`config.mk`:
```
export PLATFORM = sky130hd
export DESIGN_NAME = energy_integrator_fast_weighting
export DESIGN_NICKNAME = d
export VERILOG_FILES = /design/src/hdl/eifw_pkg.sv /design/src/hdl/energy_integrator_fast_weighting.sv /design/src/hdl/eifw_square.sv /design/src/hdl/eifw_integrate.sv /design/src/hdl/eifw_filter.sv
export SDC_FILE = /design/constraint.sdc
export NUM_CORES = 2
export LEC_CHECK = 0
export ABC_AREA = 1
export ABC_CLOCK_PERIOD_IN_PS = 10900
export BUFFER_PORTS_ARGS = -buffer_cell sky130_fd_sc_hd__buf_2
export CAP_MARGIN = 20
export CORE_MARGIN = 2
export CORE_UTILIZATION = 45
export CTS_BUF_LIST = sky130_fd_sc_hd__clkbuf_8
export CTS_CLUSTER_DIAMETER = 60
export DETAILED_ROUTE_END_ITERATION = 7
export GPL_TIMING_DRIVEN = 0
export PLACE_DENSITY_LB_ADDON = 0.1
export SETUP_SLACK_MARGIN = 0.05
export SLEW_MARGIN = 20
export SYNTH_ARGS = -nofsm -noshare
export SYNTH_HDL_FRONTEND = slang
export SYNTH_HIERARCHICAL = 1
export SYNTH_SLANG_ARGS = --single-unit
```
`constraint.sdc`:
```
create_clock -name clk -period 10.9 [get_ports clk]
set_input_delay 2.18 -clock clk [delete_from_list [all_inputs] [get_ports clk]]
set_output_delay 2.18 -clock clk [all_outputs]
set_load 0.02 [all_outputs]
```
`src/hdl/eifw_pkg.sv`:
```
package eifw_pkg;

  localparam int unsigned SAMPLE_W = 32;
  localparam int unsigned ENERGY_W = 64;
  localparam int unsigned COEF_W   = 16;
  localparam int unsigned DEC_W    = 8;
  localparam int unsigned WRAP_W   = 32;
  localparam int unsigned PROD_W   = SAMPLE_W + COEF_W;

  localparam int unsigned SQUARE_SHIFT    = 2;
  localparam int unsigned FAST_IN_SHIFT   = 8;
  localparam int unsigned FAST_MUL_SHIFT  = 0;
  localparam int unsigned DECIMATION_LOG2 = 3;
  localparam int unsigned MUL_BASE_SHIFT  = 5;

  localparam logic [COEF_W-1:0] COEF_RESET = COEF_W'(33550);
  localparam logic [DEC_W-1:0]  DEC_MASK   = DEC_W'((1 << DECIMATION_LOG2) - 1);

  // two's complement magnitude; the most negative word maps to 2^31 as unsigned
  function automatic logic [SAMPLE_W-1:0] magnitude(input logic [SAMPLE_W-1:0] v);
    return v[SAMPLE_W-1] ? (~v + SAMPLE_W'(1)) : v;
  endfunction

endpackage

```
`src/hdl/energy_integrator_fast_weighting.sv`:
```
// channel | handshake           | payload
// --------+---------------------+------------------------------
// in      | in_valid, in_ready   | weighted_sample
// out     | out_valid, out_ready | fast_level, wrap_count
// cfg     | cfg_valid, cfg_ready | fast_coefficient
//
// One item per cycle sustained while no held result stalls the pipe. Pipeline: input register, squarer register,
// integrator / decimator, filter with output register; a snapshot item passes
// each of these registers in order. Only snapshot items produce a result.
// Reset (rst, synchronous) clears the integrator, counters and filter and loads
// the coefficient reset value; in_ready and cfg_ready are low during reset.
// A held result stops the next snapshot item in the integrator stage; items
// behind it then back up, and in_ready drops once the squarer stages are full.
module energy_integrator_fast_weighting
  import eifw_pkg::*;
(
  input  logic                       clk,
  input  logic                       rst,
  input  logic                       in_valid,
  output logic                       in_ready,
  input  logic signed [SAMPLE_W-1:0] weighted_sample,
  output logic                       out_valid,
  input  logic                       out_ready,
  output logic signed [SAMPLE_W-1:0] fast_level,
  output logic [WRAP_W-1:0]          wrap_count,
  input  logic                       cfg_valid,
  output logic                       cfg_ready,
  input  logic [COEF_W-1:0]          fast_coefficient
);

  logic [COEF_W-1:0]   coef;
  logic                sq_valid;
  logic                sq_ready;
  logic [ENERGY_W-1:0] sq;
  logic                snap_valid;
  logic                snap_ready;
  logic [ENERGY_W-1:0] energy_snap;

  assign cfg_ready = !rst;

  always_ff @(posedge clk) begin
    if (rst) begin
      coef <= COEF_RESET;
    end else if (cfg_valid && cfg_ready) begin
      coef <= fast_coefficient;
    end
  end

  eifw_square u_square (
    .clk             (clk),
    .rst             (rst),
    .in_valid        (in_valid),
    .in_ready        (in_ready),
    .weighted_sample (weighted_sample),
    .sq_valid        (sq_valid),
    .sq_ready        (sq_ready),
    .sq              (sq)
  );

  eifw_integrate u_integrate (
    .clk         (clk),
    .rst         (rst),
    .sq_valid    (sq_valid),
    .sq_ready    (sq_ready),
    .sq          (sq),
    .snap_valid  (snap_valid),
    .snap_ready  (snap_ready),
    .energy_snap (energy_snap)
  );

  eifw_filter u_filter (
    .clk         (clk),
    .rst         (rst),
    .snap_valid  (snap_valid),
    .snap_ready  (snap_ready),
    .energy_snap (energy_snap),
    .coef        (coef),
    .out_valid   (out_valid),
    .out_ready   (out_ready),
    .fast_level  (fast_level),
    .wrap_count  (wrap_count)
  );

endmodule

```
`src/hdl/eifw_square.sv`:
```
module eifw_square
  import eifw_pkg::*;
(
  input  logic                clk,
  input  logic                rst,
  input  logic                in_valid,
  output logic                in_ready,
  input  logic [SAMPLE_W-1:0] weighted_sample,
  output logic                sq_valid,
  input  logic                sq_ready,
  output logic [ENERGY_W-1:0] sq
);

  logic                s0_valid;
  logic [SAMPLE_W-1:0] sample;
  logic [SAMPLE_W-1:0] shifted;
  logic [SAMPLE_W-1:0] mag;
  logic [ENERGY_W-1:0] sq_next;
  logic                sq_free;
  logic                load1;

  assign sq_free  = !sq_valid || sq_ready;
  assign load1    = s0_valid && sq_free;
  assign in_ready = !rst && (!s0_valid || load1);

  // bits shifted past the top are dropped
  assign shifted = sample << SQUARE_SHIFT;
  assign mag     = magnitude(shifted);
  assign sq_next = ENERGY_W'(mag) * ENERGY_W'(mag);

  always_ff @(posedge clk) begin
    if (rst) begin
      s0_valid <= 1'b0;
    end else if (in_ready) begin
      s0_valid <= in_valid;
    end
  end

  always_ff @(posedge clk) begin
    if (in_valid && in_ready) begin
      sample <= weighted_sample;
    end
  end

  always_ff @(posedge clk) begin
    if (rst) begin
      sq_valid <= 1'b0;
    end else if (sq_free) begin
      sq_valid <= s0_valid;
    end
  end

  always_ff @(posedge clk) begin
    if (load1) begin
      sq <= sq_next;
    end
  end

endmodule

```
`src/hdl/eifw_integrate.sv`:
```
module eifw_integrate
  import eifw_pkg::*;
(
  input  logic                clk,
  input  logic                rst,
  input  logic                sq_valid,
  output logic                sq_ready,
  input  logic [ENERGY_W-1:0] sq,
  output logic                snap_valid,
  input  logic                snap_ready,
  output logic [ENERGY_W-1:0] energy_snap
);

  logic [ENERGY_W-1:0] energy_sum;
  logic [ENERGY_W-1:0] energy_sum_next;
  logic [DEC_W-1:0]    decimation_count;
  logic                load2;
  logic                is_snap;

  assign sq_ready        = !snap_valid || snap_ready;
  assign load2           = sq_valid && sq_ready;
  assign energy_sum_next = energy_sum + sq;
  assign is_snap         = (decimation_count & DEC_MASK) == '0;

  always_ff @(posedge clk) begin
    if (rst) begin
      energy_sum       <= '0;
      decimation_count <= '0;
    end else if (load2) begin
      energy_sum       <= energy_sum_next;
      decimation_count <= decimation_count + DEC_W'(1);
    end
  end

  // only snapshot items move on; the rest just accumulate
  always_ff @(posedge clk) begin
    if (rst) begin
      snap_valid <= 1'b0;
    end else if (load2 && is_snap) begin
      snap_valid <= 1'b1;
    end else if (snap_ready) begin
      snap_valid <= 1'b0;
    end
  end

  always_ff @(posedge clk) begin
    if (load2 && is_snap) begin
      energy_snap <= energy_sum_next;
    end
  end

endmodule

```
`src/hdl/eifw_filter.sv`:
```
module eifw_filter
  import eifw_pkg::*;
(
  input  logic                       clk,
  input  logic                       rst,
  input  logic                       snap_valid,
  output logic                       snap_ready,
  input  logic [ENERGY_W-1:0]        energy_snap,
  input  logic [COEF_W-1:0]          coef,
  output logic                       out_valid,
  input  logic                       out_ready,
  output logic signed [SAMPLE_W-1:0] fast_level,
  output logic [WRAP_W-1:0]          wrap_count
);

  logic [ENERGY_W-1:0] previous_snapshot;
  logic [ENERGY_W-1:0] filter_delay;
  logic [ENERGY_W-1:0] filter_output;
  logic [WRAP_W-1:0]   high_wraps;

  logic [ENERGY_W-1:0] x;
  logic [SAMPLE_W-1:0] upper;
  logic [SAMPLE_W-1:0] upper_mag;
  logic [PROD_W-1:0]   prod;
  logic [ENERGY_W-1:0] prod_shifted;
  logic [ENERGY_W-1:0] m;
  logic [ENERGY_W-1:0] filter_output_next;
  logic [ENERGY_W-1:0] filter_delay_next;
  logic [WRAP_W-1:0]   high_wraps_next;
  logic                take;

  assign snap_ready = !out_valid || out_ready;
  assign take       = snap_valid && snap_ready;

  assign x = (energy_snap - previous_snapshot) >> FAST_IN_SHIFT;

  // sign-magnitude feedback product, exact in 64 bits
  assign upper        = filter_output[ENERGY_W-1:SAMPLE_W];
  assign upper_mag    = magnitude(upper);
  assign prod         = PROD_W'(upper_mag) * PROD_W'(coef);
  assign prod_shifted = ENERGY_W'(prod) << (MUL_BASE_SHIFT + FAST_MUL_SHIFT);
  assign m            = upper[SAMPLE_W-1] ? (~prod_shifted + ENERGY_W'(1)) : prod_shifted;

  assign filter_output_next = x + filter_delay;
  assign filter_delay_next  = x + (filter_output - m);
  assign high_wraps_next    = (previous_snapshot[ENERGY_W-1:SAMPLE_W] >
                               energy_snap[ENERGY_W-1:SAMPLE_W]) ?
                              high_wraps + WRAP_W'(1) : high_wraps;

  always_ff @(posedge clk) begin
    if (rst) begin
      previous_snapshot <= '0;
      filter_delay      <= '0;
      filter_output     <= '0;
      high_wraps        <= '0;
    end else if (take) begin
      previous_snapshot <= energy_snap;
      filter_delay      <= filter_delay_next;
      filter_output     <= filter_output_next;
      high_wraps        <= high_wraps_next;
    end
  end

  always_ff @(posedge clk) begin
    if (rst) begin
      out_valid <= 1'b0;
    end else if (take) begin
      out_valid <= 1'b1;
    end else if (out_ready) begin
      out_valid <= 1'b0;
    end
  end

  always_ff @(posedge clk) begin
    if (take) begin
      fast_level <= filter_output_next[ENERGY_W-1:SAMPLE_W];
      wrap_count <= high_wraps_next;
    end
  end

endmodule

```
==> metrics.txt <==
# TYPE chip_impl_metric gauge
chip_impl_info{name="status",value="complete, no violations"} 1
chip_impl_metric{name="drt_first_iter_violations",unit=""} 5067
chip_impl_metric{name="place.detailed.instances",unit=""} 14764
chip_impl_metric{name="ys_warn_count",unit=""} 6
chip_impl_metric{name="die-area",unit="mm^2"} 0.197
chip_impl_metric{name="port_buffers",unit=""} 117
chip_impl_metric{name="routedWlPerCell",unit="um"} 22.1
chip_impl_metric{name="timing.max_cap.violations",unit=""} 0
chip_impl_info{name="critical_path.startpoint_type",value="register"} 1
chip_impl_metric{name="fill_cells",unit=""} 19450
chip_impl_metric{name="syn_area",unit="mm^2"} 0.0871
chip_impl_metric{name="max_freq",unit="GHz"} 0.0939
chip_impl_info{name="min-delay-path-class",value="register to register"} 1
chip_impl_metric{name="post_drt_via_cell_ratio",unit=""} 5.15
chip_impl_metric{name="place_congestion",unit=""} 1.01
chip_impl_metric{name="synthesis.area_per_instance",unit="um^2"} 7.20
chip_impl_metric{name="grt_antenna_before_repair",unit=""} 5
chip_impl_metric{name="critical_path_peak_fanout",unit=""} 10
chip_impl_metric{name="fin_worst_skew",unit="ns"} 0.0561
chip_impl_metric{name="floorplan.rows",unit=""} 161
chip_impl_metric{name="post_route_cells_drive_above_1_share",unit="%"} 9.52
chip_impl_info{name="tritoncts",value="yes"} 1
chip_impl_metric{name="synth_async_sr_flop_share",unit="%"} 0
chip_impl_metric{name="final_core_utilization",unit="%"} 50.7
chip_impl_metric{name="start_util",unit="%"} 45.3
chip_impl_metric{name="syn-instance-count",unit=""} 12088
chip_impl_metric{name="number_of_global_route_vias_before_repair",unit=""} 79838
chip_impl_metric{name="cp_data_required_time",unit="ns"} 11.71
chip_impl_metric{name="clockBufferDepth",unit=""} 3
chip_impl_metric{name="die-height",unit="um"} 444
chip_impl_metric{name="report.final.slew_viol_count",unit=""} 0
chip_impl_metric{name="drtPass1Iterations",unit=""} 8
chip_impl_metric{name="flow.area_growth_from_synthesis",unit="%"} 12.1
chip_impl_metric{name="clk_pin_slew_worst_paths",unit="ns"} 0.06
chip_impl_metric{name="final_cell_count_without_fillers",unit=""} 15092
chip_impl_metric{name="place_worst_setup_slack",unit="ns"} -2.19
chip_impl_metric{name="grt_pass1_wl",unit="um"} 492000
chip_impl_info{name="endpoint_kind",value="register"} 1
chip_impl_metric{name="numClockSinks",unit=""} 528
chip_impl_metric{name="h-tree-depth",unit=""} 3
chip_impl_metric{name="worst_slew_margin_rel",unit="%"} 20.4
chip_impl_metric{name="setup-violations-final",unit=""} 0
chip_impl_metric{name="max_stage_delay",unit="ns"} 0.62
chip_impl_metric{name="design.final.nets",unit=""} 14411
chip_impl_info{name="yosys_most_used_dff",value="sky130_fd_sc_hd__dfxtp_1"} 1
chip_impl_metric{name="die_w",unit="um"} 444
chip_impl_metric{name="arrival",unit="ns"} 11.46
chip_impl_metric{name="hpwl_detailed",unit="um"} 288000
chip_impl_metric{name="synth-seq-cells",unit=""} 528
chip_impl_metric{name="hold_violations",unit=""} 0
chip_impl_metric{name="ant_nets",unit=""} 0
chip_impl_metric{name="overflow_left_after_global_routing",unit=""} 0
chip_impl_metric{name="proportion_of_synthesized_chip_area_in_sequential_cells",unit="%"} 14.6
chip_impl_metric{name="clock_latency",unit="ns"} 0.87
chip_impl_metric{name="vias_post_dr",unit=""} 77741
chip_impl_metric{name="tritoncts.num_buffers",unit=""} 103
chip_impl_metric{name="drt-total-wl",unit="um"} 333000
chip_impl_metric{name="grt_max_degree",unit=""} 34
chip_impl_metric{name="number_of_enable_type_register_cells_in_the_synthesized_netlist",unit=""} 217
chip_impl_info{name="clk_root_buffer_cell",value="sky130_fd_sc_hd__clkbuf_8"} 1
chip_impl_metric{name="number_of_top_level_pins",unit=""} 120
chip_impl_metric{name="final_critical_path_setup_slack",unit="ns"} 0.251
chip_impl_info{name="worstSetupPathType",value="register to register"} 1
chip_impl_metric{name="core-area",unit="mm^2"} 0.192
chip_impl_info{name="rsz0062_at_grt",value="true"} 1
chip_impl_info{name="critical-path-slowest-cell",value="sky130_fd_sc_hd__fa_1"} 1
chip_impl_metric{name="global_route.usage.total",unit="%"} 33.6
chip_impl_metric{name="fin_crit",unit="ns"} 10.65
chip_impl_metric{name="synth.lib_cells_used.distinct",unit=""} 72
chip_impl_metric{name="final.period_utilization",unit="%"} 97.7
chip_impl_metric{name="remaining_drc_errors",unit=""} 0
chip_impl_metric{name="worst_pin_slew",unit="ns"} 1.19
-- worst max-delay path: cells and delay by family, from the launching register on --
| kind | cells | cell delay (ns) |
|---|---|---|
| XOR/XNOR | 3 | 0.58 |
| buffers and inverters | 11 | 1.10 |
| adder cells (fa/ha/maj) | 9 | 4.20 |
| AO/OA/AOI/OAI | 4 | 0.55 |
| flip-flops | 1 | 0.49 |
| AND/OR/NAND/NOR | 25 | 3.65 |
-- cells in the mapped netlist (7+ instances only) --
library cell,instances,area share [%]
sky130_fd_sc_hd__nor2_1,1331,5.7
sky130_fd_sc_hd__nor3_1,68,0.39
sky130_fd_sc_hd__inv_1,3084,13
sky130_fd_sc_hd__buf_2,37,0.21
sky130_fd_sc_hd__nor3_2,7,0.080
sky130_fd_sc_hd__buf_1,20,0.086
sky130_fd_sc_hd__a21oi_1,560,3.2
sky130_fd_sc_hd__fa_1,1172,27
sky130_fd_sc_hd__o21ai_1,26,0.15
sky130_fd_sc_hd__o211ai_1,40,0.34
sky130_fd_sc_hd__xnor2_1,94,0.95
sky130_fd_sc_hd__nand4_1,79,0.57
sky130_fd_sc_hd__clkbuf_1,155,0.67
sky130_fd_sc_hd__nand2_1,2682,12
sky130_fd_sc_hd__clkinv_1,13,0.056
sky130_fd_sc_hd__nand3b_1,16,0.14
sky130_fd_sc_hd__edfxtp_1,217,7.5
sky130_fd_sc_hd__buf_6,16,0.21
sky130_fd_sc_hd__a21o_1,19,0.16
sky130_fd_sc_hd__a21boi_0,13,0.11
sky130_fd_sc_hd__nor2_4,11,0.14
sky130_fd_sc_hd__nand2_2,34,0.24
sky130_fd_sc_hd__nand3_2,16,0.18
sky130_fd_sc_hd__ha_1,714,10
sky130_fd_sc_hd__buf_4,19,0.16
sky130_fd_sc_hd__nor4_1,30,0.22
sky130_fd_sc_hd__o21a_1,19,0.16
sky130_fd_sc_hd__nor2_2,41,0.29
sky130_fd_sc_hd__dfxtp_1,311,7.2
sky130_fd_sc_hd__o21bai_1,24,0.21
sky130_fd_sc_hd__xor2_1,225,2.3
sky130_fd_sc_hd__o21ai_0,431,2.5
sky130_fd_sc_hd__or2_2,9,0.065
sky130_fd_sc_hd__a31oi_1,92,0.66
sky130_fd_sc_hd__nand3_1,337,1.9
sky130_fd_sc_hd__inv_2,41,0.18
-- final cells by class --
class	count	area, um^2	share of cell area, %
inverter	3140	11900	12.2
clock inverter	84	860	0.881
multi-input combinational	8196	64300	65.9
buffer	248	1350	1.38
antenna	5	12.5	0.0128
sequential	528	12700	13.1
tap	2526	3160	3.24
timing repair buffer	255	1780	1.82
clock buffer	110	1510	1.55
-- worst paths after layout --
path,from,end,depth (start not counted),slack (ns)
hold / removal,u_filter/previous_snapshot[14]$_SDFFE_PP0P_,u_filter/previous_snapshot[14]$_SDFFE_PP0P_,2,0.46
setup / recovery,u_filter/filter_output[56]$_SDFFE_PP0P_,u_filter/filter_delay[58]$_SDFFE_PP0P_,52,0.25
setup reg to reg,u_filter/filter_output[56]$_SDFFE_PP0P_,u_filter/filter_delay[58]$_SDFFE_PP0P_,52,0.25
hold reg to reg,u_filter/previous_snapshot[14]$_SDFFE_PP0P_,u_filter/previous_snapshot[14]$_SDFFE_PP0P_,2,0.46
-- sequential cells by signal, summed over array words and instances, names as in the netlist --
name,count
u_integrate/energy_snap,64
u_square/sq_valid,1
u_square/s0_valid,1
coef,16
u_integrate/snap_valid,1
u_filter/out_valid,1
u_filter/filter_delay,64
u_filter/filter_output,64
u_filter/previous_snapshot,64
u_filter/high_wraps,32
u_integrate/energy_sum,64
u_integrate/decimation_count,3
u_square/sq,59
u_square/sample,30
u_filter/wrap_count,32
u_filter/fast_level,32
-- layer usage --
metal	vias up	routed length [um]	global-route usage, %
li1	36999	-	-
met4	2	22600	18.8
met5	-	13	0
met1	37644	130000	39.1
met2	2350	164000	59.6
met3	746	17000	4.42
-- placed cells by master, fill, tap and decap left out, types with 217 or more instances in the layout --
cell and instances:
sky130_fd_sc_hd__nand3_1 311, sky130_fd_sc_hd__ha_1 653, sky130_fd_sc_hd__edfxtp_1 217, sky130_fd_sc_hd__o21ai_0 400, sky130_fd_sc_hd__fa_1 1159, sky130_fd_sc_hd__nand2_1 2546
sky130_fd_sc_hd__inv_1 3057, sky130_fd_sc_hd__nor2_1 1248, sky130_fd_sc_hd__a21oi_1 530, sky130_fd_sc_hd__dfxtp_1 307
-- kinds of logic (layout without fill, tap and decap cells) --
family | count (synthesis) | after routing | share of synthesized area, %
flops | 528 | 528 | 14.6
compound gates | 1258 | 1258 | 7.85
other cells | 2 | 32 | 0.00863
simple gates | 4694 | 4694 | 21.9
buf+inv | 3389 | 3837 | 14.9
fa+ha+maj | 1886 | 1886 | 37.2
xor+xnor | 331 | 331 | 3.47
-- what timing repair did --
action | 4_1_cts | 5_1_grt
hold buffers | 0 | 0
endpoints found under the setup margin | 40 | 52
setup buffers | 37 | 93
pin swaps | 61 | 215
resized for setup | 311 | 474
-- per-stage QoR --
stage / cell area [um^2] / setup TNS [ns] / hold WS, ns
after global routing: 97600 / -0.290 / 0.482
after CTS: 95000 / 0 / 0.459
after floorplan: 87200 / 0 / 0.427
final: 97600 / 0 / 0.456
after global placement: 90900 / -51.63 / 0.441
after detailed placement: 91100 / -49.10 / 0.447
Power is not shown: default switching activity piles up to over one toggle a cycle in this logic, so the estimate is an artifact.
